==> src/rtl/lts_pkg.sv <==
// ============================================================================
// lts_pkg
// Shared types, codes and character classes for the lisp token scanner.
// ============================================================================
package lts_pkg;

  // default text length limit
  localparam int MAX_TEXT_DFLT = 65536;

  // reset value of the start line register
  localparam logic [15:0] START_LINE_RST = 16'd1;

  // configuration port
  localparam int CFG_AW = 3;
  localparam logic REG_START_LINE = 1'b0;

  // result queue
  localparam int Q_DEPTH      = 8;
  localparam int Q_AW         = $clog2(Q_DEPTH);
  localparam int Q_CW         = $clog2(Q_DEPTH + 1);
  localparam int Q_ACCEPT_MAX = Q_DEPTH - 4;

  // result kinds
  localparam logic [1:0] RK_TOKEN = 2'd0;
  localparam logic [1:0] RK_ERROR = 2'd1;
  localparam logic [1:0] RK_END   = 2'd2;

  // token types
  localparam logic [2:0] TT_LPAREN = 3'd0;
  localparam logic [2:0] TT_RPAREN = 3'd1;
  localparam logic [2:0] TT_BOOL   = 3'd2;
  localparam logic [2:0] TT_INT    = 3'd3;
  localparam logic [2:0] TT_SYMBOL = 3'd4;
  localparam logic [2:0] TT_IF     = 3'd5;
  localparam logic [2:0] TT_LET    = 3'd6;

  // error codes
  localparam logic [2:0] ERR_NONE      = 3'd0;
  localparam logic [2:0] ERR_BAD_SYM   = 3'd1;
  localparam logic [2:0] ERR_EOF_HASH  = 3'd2;
  localparam logic [2:0] ERR_BAD_BOOL  = 3'd3;
  localparam logic [2:0] ERR_BAD_TOKEN = 3'd4;
  localparam logic [2:0] ERR_TOO_LONG  = 3'd5;

  // commands
  localparam logic CMD_CHAR = 1'b0;
  localparam logic CMD_END  = 1'b1;

  // keyword prefix progress
  localparam logic [2:0] KW_NONE = 3'd0;
  localparam logic [2:0] KW_I    = 3'd1;
  localparam logic [2:0] KW_IF   = 3'd2;
  localparam logic [2:0] KW_L    = 3'd3;
  localparam logic [2:0] KW_LE   = 3'd4;
  localparam logic [2:0] KW_LET  = 3'd5;

  // characters
  localparam logic [7:0] CH_HASH   = 8'h23;
  localparam logic [7:0] CH_MINUS  = 8'h2D;
  localparam logic [7:0] CH_RPAREN = 8'h29;
  localparam logic [7:0] CH_LPAREN = 8'h28;
  localparam logic [7:0] CH_SPACE  = 8'h20;
  localparam logic [7:0] CH_TAB    = 8'h09;
  localparam logic [7:0] CH_NL     = 8'h0A;
  localparam logic [7:0] CH_LOW_I  = 8'h69;
  localparam logic [7:0] CH_LOW_F  = 8'h66;
  localparam logic [7:0] CH_LOW_L  = 8'h6C;
  localparam logic [7:0] CH_LOW_E  = 8'h65;
  localparam logic [7:0] CH_LOW_T  = 8'h74;

  // lexer mode, one-hot
  typedef enum logic [5:0] {
    MODE_IDLE   = 6'b000001,
    MODE_SYMBOL = 6'b000010,
    MODE_NUMBER = 6'b000100,
    MODE_MINUS  = 6'b001000,
    MODE_HASH   = 6'b010000,
    MODE_BOOLCH = 6'b100000
  } mode_t;

  // one result word
  typedef struct packed {
    logic [1:0]  kind;
    logic [2:0]  ttype;
    logic [15:0] line;
    logic [15:0] tstart;
    logic [15:0] tlen;
    logic [2:0]  ecode;
    logic        last;
  } res_t;

  // results written into the queue in the same cycle
  typedef struct packed {
    logic [1:0] cnt;
    res_t       r0;
    res_t       r1;
  } wr_t;

  // queue status toward the lexer
  typedef struct packed {
    logic [Q_CW-1:0] level;
  } qstat_t;

  function automatic logic is_digit(input logic [7:0] c);
    return (c >= 8'h30) && (c <= 8'h39);
  endfunction

  function automatic logic is_symch(input logic [7:0] c);
    return (c == 8'h2B) || (c == 8'h2F) || (c == 8'h2A) || (c == 8'h25) ||
           (c == 8'h3D) || (c == 8'h3C) || (c == 8'h3E) || (c == CH_MINUS) ||
           ((c >= 8'h61) && (c <= 8'h7A)) || ((c >= 8'h41) && (c <= 8'h5A));
  endfunction

  function automatic logic is_term(input logic [7:0] c);
    return (c == CH_SPACE) || (c == CH_TAB) || (c == CH_NL) || (c == CH_RPAREN);
  endfunction

endpackage

==> src/rtl/lts_in_if.sv <==
// ============================================================================
// lts_in_if
// Input channel: one text byte or an end-of-text mark per word.
// ============================================================================
interface lts_in_if;
  logic       valid;
  logic       ready;
  logic       command;
  logic [7:0] text_byte;

  modport source (output valid, output command, output text_byte, input ready);
  modport sink   (input valid, input command, input text_byte, output ready);
endinterface

==> src/rtl/lts_out_if.sv <==
// ============================================================================
// lts_out_if
// Result channel: one token, error or end-of-text word per transfer.
// ============================================================================
interface lts_out_if;
  logic        valid;
  logic        ready;
  logic [1:0]  result_kind;
  logic [2:0]  token_type;
  logic [15:0] line_number;
  logic [15:0] token_start;
  logic [15:0] token_length;
  logic [2:0]  error_code;
  logic        last;

  modport source (output valid, output result_kind, output token_type,
                  output line_number, output token_start, output token_length,
                  output error_code, output last, input ready);
  modport sink   (input valid, input result_kind, input token_type,
                  input line_number, input token_start, input token_length,
                  input error_code, input last, output ready);
endinterface

==> src/rtl/lisp_token_scanner.sv <==
// ============================================================================
// lisp_token_scanner
// Streaming tokenizer, small parenthesized language, a byte a cycle if ready.
// ============================================================================
//
//  port       dir   handshake        moves
//  in_chan    in    valid / ready    text byte or end-of-text mark
//  out_chan   out   valid / ready    token, error or end word
//  apb        in    psel / penable   start line register at byte address 0
//
//  One byte is accepted per cycle while in_chan ready is high; a word reaches
//  out_chan through the input register, then the result queue. A byte that
//  yields two words writes both into the queue together; in_chan ready drops
//  while the eight-entry result queue holds more than four words.
//  Reset is synchronous; no clearing pass is needed.
//
module lisp_token_scanner #(
  parameter int MAX_TEXT = lts_pkg::MAX_TEXT_DFLT
) (
  input  logic                        clk,
  input  logic                        rst_n,
  lts_in_if.sink                      in_chan,
  lts_out_if.source                   out_chan,
  input  logic                        psel,
  input  logic                        penable,
  input  logic                        pwrite,
  input  logic [lts_pkg::CFG_AW-1:0]  paddr,
  input  logic [31:0]                 pwdata,
  output logic [31:0]                 prdata,
  output logic                        pready
);

  logic [15:0]     start_line;
  lts_pkg::wr_t    wr;
  lts_pkg::qstat_t qstat;

  // configuration register
  lts_cfg u_cfg (
    .clk        (clk),
    .rst_n      (rst_n),
    .psel       (psel),
    .penable    (penable),
    .pwrite     (pwrite),
    .paddr      (paddr),
    .pwdata     (pwdata),
    .prdata     (prdata),
    .pready     (pready),
    .start_line (start_line)
  );

  // lexer step
  lts_core #(
    .MAX_TEXT (MAX_TEXT)
  ) u_core (
    .clk        (clk),
    .rst_n      (rst_n),
    .start_line (start_line),
    .qstat      (qstat),
    .in_chan    (in_chan),
    .wr         (wr)
  );

  // result queue
  lts_fifo u_fifo (
    .clk      (clk),
    .rst_n    (rst_n),
    .wr       (wr),
    .qstat    (qstat),
    .out_chan (out_chan)
  );

  // queue never overfills
  a_no_overflow: assert property (@(posedge clk) disable iff (!rst_n)
    qstat.level <= lts_pkg::Q_CW'(lts_pkg::Q_DEPTH))
    else $error("result queue overflow");

  // last flag sits on the final word of a byte
  a_last_pair: assert property (@(posedge clk) disable iff (!rst_n)
    (wr.cnt == 2'd2) |-> (!wr.r0.last && wr.r1.last))
    else $error("last flag wrong on a word pair");

  a_last_single: assert property (@(posedge clk) disable iff (!rst_n)
    (wr.cnt == 2'd1) |-> wr.r0.last)
    else $error("last flag missing on a single word");

  // words are only written in the cycle after a byte was taken
  a_wr_after_accept: assert property (@(posedge clk) disable iff (!rst_n)
    (wr.cnt != 2'd0) |-> $past(in_chan.valid && in_chan.ready))
    else $error("result written without an accepted byte");

endmodule

==> src/rtl/lts_cfg.sv <==
// ============================================================================
// lts_cfg
// APB-style register port holding the start line register.
// ============================================================================
module lts_cfg (
  input  logic                        clk,
  input  logic                        rst_n,
  input  logic                        psel,
  input  logic                        penable,
  input  logic                        pwrite,
  input  logic [lts_pkg::CFG_AW-1:0]  paddr,
  input  logic [31:0]                 pwdata,
  output logic [31:0]                 prdata,
  output logic                        pready,
  output logic [15:0]                 start_line
);

  logic [15:0] start_line_r;
  logic        hit;

  // word decode
  assign hit    = (paddr[lts_pkg::CFG_AW-1] == lts_pkg::REG_START_LINE);
  assign pready = 1'b1;

  // register write
  always_ff @(posedge clk) begin
    if (!rst_n) begin
      start_line_r <= lts_pkg::START_LINE_RST;
    end else if (psel && penable && pwrite && hit) begin
      start_line_r <= pwdata[15:0];
    end
  end

  // read back
  assign prdata     = hit ? {16'd0, start_line_r} : 32'd0;
  assign start_line = start_line_r;

endmodule

==> src/rtl/lts_core.sv <==
// ============================================================================
// lts_core
// Input register and single-pass lexer step producing up to two results.
// ============================================================================
module lts_core #(
  parameter int MAX_TEXT = lts_pkg::MAX_TEXT_DFLT
) (
  input  logic               clk,
  input  logic               rst_n,
  input  logic [15:0]        start_line,
  input  lts_pkg::qstat_t    qstat,
  lts_in_if.sink             in_chan,
  output lts_pkg::wr_t       wr
);

  localparam int PW = $clog2(MAX_TEXT + 1);

  // input register
  logic       iv_r;
  logic       cmd_r;
  logic [7:0] byte_r;

  // lexer state
  lts_pkg::mode_t mode_r, mode_nxt;
  logic           stop_r, stop_nxt;
  logic [PW-1:0]  pos_r, pos_nxt;
  logic [PW-1:0]  soff_r, soff_nxt;
  logic [15:0]    line_r, line_nxt;
  logic [2:0]     kw_r, kw_nxt;

  // step flags
  logic       pend;
  logic       err;
  logic [2:0] err_code;
  logic       idle_call;
  logic       sym_go;
  logic       itok;
  logic [2:0] itok_type;
  logic       endv;
  logic [2:0] pend_type;
  logic       accept;

  lts_pkg::res_t res_p, res_e, res_i, res_end;

  function automatic logic [15:0] sat16(input logic [PW-1:0] v);
    logic [31:0] w;
    w = 32'(v);
    return (w > 32'h0000_FFFF) ? 16'hFFFF : w[15:0];
  endfunction

  function automatic logic [2:0] kw_step(input logic [2:0] kw, input logic [7:0] c);
    logic [2:0] r;
    r = lts_pkg::KW_NONE;
    if (kw == lts_pkg::KW_I && c == lts_pkg::CH_LOW_F) r = lts_pkg::KW_IF;
    else if (kw == lts_pkg::KW_L && c == lts_pkg::CH_LOW_E) r = lts_pkg::KW_LE;
    else if (kw == lts_pkg::KW_LE && c == lts_pkg::CH_LOW_T) r = lts_pkg::KW_LET;
    return r;
  endfunction

  // input handshake: queue keeps room for this word and the one in flight
  assign in_chan.ready = (qstat.level <= lts_pkg::Q_CW'(lts_pkg::Q_ACCEPT_MAX));
  assign accept        = in_chan.valid && in_chan.ready;

  always_ff @(posedge clk) begin
    if (!rst_n) begin
      iv_r <= 1'b0;
    end else begin
      iv_r <= accept;
    end
  end

  always_ff @(posedge clk) begin
    if (accept) begin
      cmd_r  <= in_chan.command;
      byte_r <= in_chan.text_byte;
    end
  end

  // type of a pending token
  always_comb begin
    priority if (mode_r == lts_pkg::MODE_NUMBER) pend_type = lts_pkg::TT_INT;
    else if (mode_r == lts_pkg::MODE_BOOLCH)     pend_type = lts_pkg::TT_BOOL;
    else if (kw_r == lts_pkg::KW_IF)             pend_type = lts_pkg::TT_IF;
    else if (kw_r == lts_pkg::KW_LET)            pend_type = lts_pkg::TT_LET;
    else                                         pend_type = lts_pkg::TT_SYMBOL;
  end

  // lexer step
  always_comb begin
    mode_nxt  = mode_r;
    stop_nxt  = stop_r;
    pos_nxt   = pos_r;
    soff_nxt  = soff_r;
    line_nxt  = line_r;
    kw_nxt    = kw_r;
    pend      = 1'b0;
    err       = 1'b0;
    err_code  = lts_pkg::ERR_NONE;
    idle_call = 1'b0;
    sym_go    = 1'b0;
    itok      = 1'b0;
    itok_type = lts_pkg::TT_LPAREN;
    endv      = 1'b0;

    if (iv_r && cmd_r == lts_pkg::CMD_END) begin
      // end of text: flush a pending token or flag an open hash, then the end word
      if (!stop_r) begin
        if (mode_r == lts_pkg::MODE_HASH) begin
          err      = 1'b1;
          err_code = lts_pkg::ERR_EOF_HASH;
        end else if (mode_r != lts_pkg::MODE_IDLE) begin
          pend = 1'b1;
        end
      end
      endv = 1'b1;
    end else if (iv_r && !stop_r) begin
      if (pos_r >= PW'(MAX_TEXT)) begin
        err      = 1'b1;
        err_code = lts_pkg::ERR_TOO_LONG;
      end else begin
        pos_nxt = pos_r + PW'(1);
        unique case (mode_r)
          lts_pkg::MODE_NUMBER: begin
            if (lts_pkg::is_term(byte_r)) begin
              pend      = 1'b1;
              idle_call = 1'b1;
            end else if (!lts_pkg::is_digit(byte_r)) begin
              err      = 1'b1;
              err_code = lts_pkg::ERR_BAD_SYM;
            end
          end
          lts_pkg::MODE_MINUS: begin
            if (lts_pkg::is_digit(byte_r)) begin
              mode_nxt = lts_pkg::MODE_NUMBER;
            end else begin
              kw_nxt = lts_pkg::KW_NONE;
              sym_go = 1'b1;
            end
          end
          lts_pkg::MODE_SYMBOL: sym_go = 1'b1;
          lts_pkg::MODE_HASH: begin
            if (byte_r == lts_pkg::CH_LOW_T || byte_r == lts_pkg::CH_LOW_F) begin
              mode_nxt = lts_pkg::MODE_BOOLCH;
            end else begin
              err      = 1'b1;
              err_code = lts_pkg::ERR_BAD_BOOL;
            end
          end
          lts_pkg::MODE_BOOLCH: begin
            if (lts_pkg::is_term(byte_r)) begin
              pend      = 1'b1;
              idle_call = 1'b1;
            end else begin
              err      = 1'b1;
              err_code = lts_pkg::ERR_BAD_BOOL;
            end
          end
          default: idle_call = 1'b1;
        endcase

        // symbol body, also a minus that starts a symbol
        if (sym_go) begin
          mode_nxt = lts_pkg::MODE_SYMBOL;
          if (lts_pkg::is_term(byte_r)) begin
            pend      = 1'b1;
            idle_call = 1'b1;
          end else if (lts_pkg::is_symch(byte_r) || lts_pkg::is_digit(byte_r)) begin
            kw_nxt = kw_step(kw_nxt, byte_r);
          end else begin
            err      = 1'b1;
            err_code = lts_pkg::ERR_BAD_SYM;
          end
        end

        // character seen outside a token
        if (idle_call) begin
          mode_nxt = lts_pkg::MODE_IDLE;
          soff_nxt = pos_r;
          priority if (byte_r == lts_pkg::CH_NL) begin
            if (line_r != 16'hFFFF) line_nxt = line_r + 16'd1;
          end else if (byte_r == lts_pkg::CH_SPACE || byte_r == lts_pkg::CH_TAB) begin
            mode_nxt = lts_pkg::MODE_IDLE;
          end else if (byte_r == lts_pkg::CH_LPAREN) begin
            itok      = 1'b1;
            itok_type = lts_pkg::TT_LPAREN;
          end else if (byte_r == lts_pkg::CH_RPAREN) begin
            itok      = 1'b1;
            itok_type = lts_pkg::TT_RPAREN;
          end else if (byte_r == lts_pkg::CH_HASH) begin
            mode_nxt = lts_pkg::MODE_HASH;
          end else if (lts_pkg::is_digit(byte_r)) begin
            mode_nxt = lts_pkg::MODE_NUMBER;
          end else if (byte_r == lts_pkg::CH_MINUS) begin
            mode_nxt = lts_pkg::MODE_MINUS;
            kw_nxt   = lts_pkg::KW_NONE;
          end else if (lts_pkg::is_symch(byte_r)) begin
            mode_nxt = lts_pkg::MODE_SYMBOL;
            kw_nxt   = (byte_r == lts_pkg::CH_LOW_I) ? lts_pkg::KW_I :
                       (byte_r == lts_pkg::CH_LOW_L) ? lts_pkg::KW_L : lts_pkg::KW_NONE;
          end else begin
            err      = 1'b1;
            err_code = lts_pkg::ERR_BAD_TOKEN;
          end
        end
      end
    end

    // first error stops the text
    if (err) begin
      stop_nxt = 1'b1;
      mode_nxt = lts_pkg::MODE_IDLE;
    end

    // end of text restores the per-text state
    if (endv) begin
      mode_nxt = lts_pkg::MODE_IDLE;
      stop_nxt = 1'b0;
      pos_nxt  = '0;
      soff_nxt = '0;
      line_nxt = start_line;
      kw_nxt   = lts_pkg::KW_NONE;
    end
  end

  // candidate result words
  always_comb begin
    res_p        = '0;
    res_p.kind   = lts_pkg::RK_TOKEN;
    res_p.ttype  = pend_type;
    res_p.line   = line_r;
    res_p.tstart = sat16(soff_r);
    res_p.tlen   = sat16(pos_r - soff_r);
    res_p.ecode  = lts_pkg::ERR_NONE;

    res_e        = '0;
    res_e.kind   = lts_pkg::RK_ERROR;
    res_e.line   = line_r;
    res_e.ecode  = err_code;

    res_i        = '0;
    res_i.kind   = lts_pkg::RK_TOKEN;
    res_i.ttype  = itok_type;
    res_i.line   = line_r;
    res_i.tstart = sat16(pos_r);
    res_i.tlen   = 16'd1;

    res_end      = '0;
    res_end.kind = lts_pkg::RK_END;
    res_end.line = line_r;
  end

  // order the words for the queue
  always_comb begin
    wr = '0;
    priority if (pend) wr.r0 = res_p;
    else if (err)      wr.r0 = res_e;
    else if (itok)     wr.r0 = res_i;
    else               wr.r0 = res_end;
    wr.r1 = endv ? res_end : res_i;

    if (pend || err) begin
      wr.cnt = (itok || endv) ? 2'd2 : 2'd1;
    end else begin
      wr.cnt = (itok || endv) ? 2'd1 : 2'd0;
    end
    wr.r0.last = (wr.cnt == 2'd1);
    wr.r1.last = 1'b1;
  end

  // state registers
  always_ff @(posedge clk) begin
    if (!rst_n) begin
      mode_r <= lts_pkg::MODE_IDLE;
      stop_r <= 1'b0;
      pos_r  <= '0;
      soff_r <= '0;
      line_r <= lts_pkg::START_LINE_RST;
      kw_r   <= lts_pkg::KW_NONE;
    end else begin
      mode_r <= mode_nxt;
      stop_r <= stop_nxt;
      pos_r  <= pos_nxt;
      soff_r <= soff_nxt;
      line_r <= line_nxt;
      kw_r   <= kw_nxt;
    end
  end

endmodule

==> src/rtl/lts_fifo.sv <==
// ============================================================================
// lts_fifo
// Result queue: takes up to two words a cycle, gives one a cycle when ready.
// ============================================================================
module lts_fifo (
  input  logic             clk,
  input  logic             rst_n,
  input  lts_pkg::wr_t     wr,
  output lts_pkg::qstat_t  qstat,
  lts_out_if.source        out_chan
);

  lts_pkg::res_t mem [lts_pkg::Q_DEPTH];

  logic [lts_pkg::Q_AW-1:0] wp_r, rp_r;
  logic [lts_pkg::Q_CW-1:0] level_r;
  logic                     pop;
  lts_pkg::res_t            head;

  assign pop = out_chan.valid && out_chan.ready;

  // storage
  always_ff @(posedge clk) begin
    if (wr.cnt != 2'd0) mem[wp_r] <= wr.r0;
    if (wr.cnt == 2'd2) mem[wp_r + lts_pkg::Q_AW'(1)] <= wr.r1;
  end

  // pointers and fill level
  always_ff @(posedge clk) begin
    if (!rst_n) begin
      wp_r    <= '0;
      rp_r    <= '0;
      level_r <= '0;
    end else begin
      wp_r    <= wp_r + lts_pkg::Q_AW'(wr.cnt);
      rp_r    <= rp_r + lts_pkg::Q_AW'(pop);
      level_r <= level_r + lts_pkg::Q_CW'(wr.cnt) - lts_pkg::Q_CW'(pop);
    end
  end

  assign qstat.level = level_r;

  // head word to the port
  assign head                  = mem[rp_r];
  assign out_chan.valid        = (level_r != '0);
  assign out_chan.result_kind  = head.kind;
  assign out_chan.token_type   = head.ttype;
  assign out_chan.line_number  = head.line;
  assign out_chan.token_start  = head.tstart;
  assign out_chan.token_length = head.tlen;
  assign out_chan.error_code   = head.ecode;
  assign out_chan.last         = head.last;

endmodule

==> src/flat_wrapper.sv <==
// flat-port wrapper written by rule: the top's interface ports become plain ports
module lisp_token_scanner_flat 
#(
  parameter int MAX_TEXT = lts_pkg::MAX_TEXT_DFLT
)
  (clk, rst_n, psel, penable, pwrite, paddr, pwdata, prdata, pready, in_chan_valid, in_chan_command, in_chan_text_byte, in_chan_ready, out_chan_valid, out_chan_result_kind, out_chan_token_type, out_chan_line_number, out_chan_token_start, out_chan_token_length, out_chan_error_code, out_chan_last, out_chan_ready);
  lts_in_if in_chan_i ();
  lts_out_if out_chan_i ();
  input  logic clk;
  input  logic rst_n;
  input  logic psel;
  input  logic penable;
  input  logic pwrite;
  input  logic [lts_pkg::CFG_AW-1:0] paddr;
  input  logic [31:0] pwdata;
  output logic [31:0] prdata;
  output logic pready;
  input wire logic [$bits(in_chan_i.valid)-1:0] in_chan_valid;
  input wire logic [$bits(in_chan_i.command)-1:0] in_chan_command;
  input wire logic [$bits(in_chan_i.text_byte)-1:0] in_chan_text_byte;
  output wire logic [$bits(in_chan_i.ready)-1:0] in_chan_ready;
  output wire logic [$bits(out_chan_i.valid)-1:0] out_chan_valid;
  output wire logic [$bits(out_chan_i.result_kind)-1:0] out_chan_result_kind;
  output wire logic [$bits(out_chan_i.token_type)-1:0] out_chan_token_type;
  output wire logic [$bits(out_chan_i.line_number)-1:0] out_chan_line_number;
  output wire logic [$bits(out_chan_i.token_start)-1:0] out_chan_token_start;
  output wire logic [$bits(out_chan_i.token_length)-1:0] out_chan_token_length;
  output wire logic [$bits(out_chan_i.error_code)-1:0] out_chan_error_code;
  output wire logic [$bits(out_chan_i.last)-1:0] out_chan_last;
  input wire logic [$bits(out_chan_i.ready)-1:0] out_chan_ready;
  assign in_chan_i.valid = in_chan_valid;
  assign in_chan_i.command = in_chan_command;
  assign in_chan_i.text_byte = in_chan_text_byte;
  assign in_chan_ready = in_chan_i.ready;
  assign out_chan_valid = out_chan_i.valid;
  assign out_chan_result_kind = out_chan_i.result_kind;
  assign out_chan_token_type = out_chan_i.token_type;
  assign out_chan_line_number = out_chan_i.line_number;
  assign out_chan_token_start = out_chan_i.token_start;
  assign out_chan_token_length = out_chan_i.token_length;
  assign out_chan_error_code = out_chan_i.error_code;
  assign out_chan_last = out_chan_i.last;
  assign out_chan_i.ready = out_chan_ready;
  lisp_token_scanner #(.MAX_TEXT(MAX_TEXT)) u_core (.clk(clk), .rst_n(rst_n), .in_chan(in_chan_i), .out_chan(out_chan_i), .psel(psel), .penable(penable), .pwrite(pwrite), .paddr(paddr), .pwdata(pwdata), .prdata(prdata), .pready(pready));
endmodule
==> config.mk <==
export PLATFORM = sky130hd
export DESIGN_NAME = lisp_token_scanner_flat
export DESIGN_NICKNAME = d
export VERILOG_FILES = /design/src/rtl/lts_pkg.sv /design/src/rtl/lts_in_if.sv /design/src/rtl/lts_out_if.sv /design/src/rtl/lisp_token_scanner.sv /design/src/rtl/lts_cfg.sv /design/src/rtl/lts_core.sv /design/src/rtl/lts_fifo.sv /design/src/flat_wrapper.sv
export SDC_FILE = /design/constraint.sdc
export NUM_CORES = 1
export LEC_CHECK = 0
export ABC_CLOCK_PERIOD_IN_PS = 8700
export CAP_MARGIN = 20
export CORE_MARGIN = 1
export CORE_UTILIZATION = 40
export CTS_CLUSTER_SIZE = 10
export DETAILED_ROUTE_END_ITERATION = 8
export DONT_BUFFER_PORTS = 1
export SLEW_MARGIN = 5
export SYNTH_ARGS = -nofsm -noshare
export SYNTH_HDL_FRONTEND = slang
export SYNTH_HIERARCHICAL = 1
export SYNTH_SLANG_ARGS = --single-unit
==> constraint.sdc <==
create_clock -name clk -period 8.7 [get_ports clk]
set_clock_uncertainty 0.05 [all_clocks]
set_input_delay 0.435 -clock clk [delete_from_list [all_inputs] [get_ports clk]]
set_output_delay 0.435 -clock clk [all_outputs]
set_load 0.02 [all_outputs]
==> flow_summary.json <==
{
  "critPathLaunchType": "flip-flop",
  "grt_pass1_vias": 17500,
  "row_count": 99,
  "stdcell_count": 3065,
  "drv_cap": 0,
  "synthTopCellsByArea": "edfxtp_1, mux2_2, mux4_2",
  "max_stage_delay_ns": 1.02,
  "overflow": 0,
  "seq_area_um2": 15700,
  "die_w_um": 274,
  "ant_nets": 0,
  "final_util": 0.444,
  "cts_buffer_depth": 3,
  "grt_start_max_net_pins": 58,
  "track_usage": 0.199,
  "yosys.area.top_type": "edfxtp_1",
  "portBuffers": 0,
  "coreArea_um2": 73000,
  "numCtsBuffers": 66,
  "crit_chain": "nor3b_1 -> o21a_1 -> o21ai_1 -> o22a_1 -> nor4b_2 -> o31a_1 -> nand2b_1 -> ha_1 -> nand4b_1 -> nor2_4 -> buf_12 -> mux2_2",
  "initial_core_util": 0.405,
  "synth-seq-cells": 552,
  "reg2reg_slack_ns": 2.59,
  "rsz0062_at_grt": "no",
  "synth.most_common_cell": "mux2_2",
  "syn_area_um2": 29500,
  "status": "finished clean",
  "synth_edf_count": 465,
  "cp_max_fo": 35,
  "drtPass1Iterations": 5,
  "final.period_utilization": 0.702,
  "wl_per_cell_um": 24.3,
  "cts-resized-gates": 0,
  "min_path_type": "input port to flip-flop",
  "synth_top_area_frac": 0.473,
  "path_delay_family": "simple AND/OR/NAND/NOR gates",
  "htreeDepth": 3,
  "nFillCells": 6404,
  "clock-root-buffer": "clkbuf_16",
  "netlist_top_cells_count": "mux2_2, edfxtp_1, mux4_2",
  "timing.critical_path.buf_inv": 1,
  "worst_pin_slew_ns": 1.16,
  "power_density_nw_per_um2": 210,
  "peakVddDrop_v": 0.000141,
  "die_area_um2": 74900,
  "finalMaxSlewViolations": 0,
  "syn_area_per_cell_um2": 14.3,
  "io_pins": 143,
  "multiInputGateArea_um2": 12800,
  "drt-total-wl_mm": 74.3,
  "dominantRegCellSynth": "edfxtp_1",
  "clock_latency_ns": 0.60,
  "routed_via_density": 5.64,
  "ys_types": 85,
  "path_clk_slew_ns": 0.05,
  "finalSetupTns_ns": 0,
  "dp.cells": 2920,
  "cp-end-kind": "flip-flop",
  "yosys_warnings": 6,
  "cts_tree": "done",
  "critical_path_class": "flip-flop to flip-flop",
  "async_flop_share": 0,
  "grt_first_pass_wirelength_mm": 112,
  "fin_crit_ns": 6.11,
  "drive_gt1_frac": 0.369,
  "cp_slowest_cell": "nor2_4",
  "yosysSeqAreaShare": 0.532,
  "antenna_cells": 0,
  "clock-sinks": 552,
  "required_ns": 8.98,
  "vias": 17300,
  "relSlewSlack": 0.228,
  "p_leak_nw": 11.5,
  "syn_inst": 2066,
  "drt_iter0_markers": 1517,
  "nets": 2141,
  "dpl.hpwl_mm": 42.8,
  "synthToLayoutAreaGrowth_pct": 9.85,
  "fmax_mhz": 164,
  "drc": 0,
  "antenna_found_initial": 0,
  "finalWeightedCongestion": 0.901,
  "setup_violations": 0,
  "die_h_um": 274,
  "crit_arrival_ns": 6.39,
  "hold_viol_final": 0
}
[metal layers]
| metal | track usage | vias to the layer above | part of all wire |
|---|---|---|---|
| met5 | 0 | - | 0 |
| met4 | 0.0535 | 0 | 0.018 |
| met3 | 0.0268 | 80 | 0.045 |
| met2 | 0.332 | 431 | 0.49 |
| met1 | 0.271 | 8892 | 0.45 |
| li1 | - | 7895 | - |
[sequential cells by signal, summed over array words and instances (netlist names)]
signal,flops
u_core/u_cfg/start_line,16
u_core/u_core/byte_r,8
u_core/u_core/cmd_r,1
u_core/u_core/iv_r,1
u_core/u_core/kw_r,3
u_core/u_core/line_r,16
u_core/u_core/mode_r,6
u_core/u_core/pos_r,17
u_core/u_core/soff_r,17
u_core/u_core/stop_r,1
u_core/u_fifo/mem,456
u_core/u_fifo/qstat,4
u_core/u_fifo/rp_r,3
u_core/u_fifo/wp_r,3
[power breakdown]
| part | total, mW | leakage, nW | internal, mW | switching (mW) |
|---|---|---|---|---|
| logic | 1.18 | 5.39 | 0.494 | 0.687 |
| registers | 3.14 | 5.16 | 3.00 | 0.144 |
| clock network | 2.50 | 0.920 | 1.45 | 1.06 |
| total | 6.82 | 11.5 | 4.94 | 1.89 |
[layout make-up]
| cell class | instances | area share |
|---|---|---|
| timing repair buffer | 65 | 0.0185 |
| sequential | 552 | 0.485 |
| inverter | 40 | 0.00463 |
| multi-input combinational | 1333 | 0.396 |
| clock inverter | 8 | 0.00239 |
| clock buffer | 108 | 0.0568 |
| tap | 959 | 0.0370 |
[stage by stage]
stage	setup WS, ns	instance area, µm²	power (mW)	hold WS, ns
floorplan	1.03	29600	4.10	0.390
global placement	2.83	30200	4.36	0.407
detailed placement	2.69	30200	4.38	0.412
CTS	2.69	32400	6.92	0.0105
global route	2.32	32400	7.10	0.0317
finish	2.59	32400	6.82	0.0402
[logic make-up (layout without fill, tap and decap cells)]
logic type | count (synthesis) | count (layout) | synth area share
muxes | 652 | 652 | 0.291
adders and majority gates | 32 | 32 | 0.0143
AOI/OAI and AO/OA | 196 | 196 | 0.0399
xor gates and xnor gates | 41 | 41 | 0.0127
and+or+nand+nor | 373 | 373 | 0.0660
DFF | 552 | 552 | 0.532
buffers and inverters | 216 | 221 | 0.0433
other | 4 | 39 | 0.000509
[cells in the final DEF, fill, tap and decap left out, types with 38 or more instances in the layout]
cell / count
nor2_1: 104
o21ai_0: 40
mux4_2: 114
clkbuf_1: 40
dfxtp_1: 84
edfxtp_1: 465
inv_1: 38
a21oi_1: 61
clkbuf_16: 67
mux2_2: 502
conb_1: 39
nand2_1: 100
[path summary, 6_finish.rpt]
| check | from | end | cells after the start |
|---|---|---|---|
| setup / recovery | u_core/u_core/byte_r[1] | u_core/u_fifo/mem[2][24] | 12 |
| hold / removal | out_chan_ready | u_core/u_fifo/rp_r[0] | 2 |
| setup reg to reg | u_core/u_core/byte_r[1] | u_core/u_fifo/mem[2][24] | 12 |
| hold reg to reg | u_core/u_core/soff_r[4] | u_core/u_core/soff_r[4] | 2 |
[repair_timing]
item | CTS | global route
endpoints found under the setup margin | 0 | 0
hold endpoints to repair | 47 | 0
hold buffers | 28 | 0
setup buffers | 0 | 0
(Power assumes the default switching activity.)
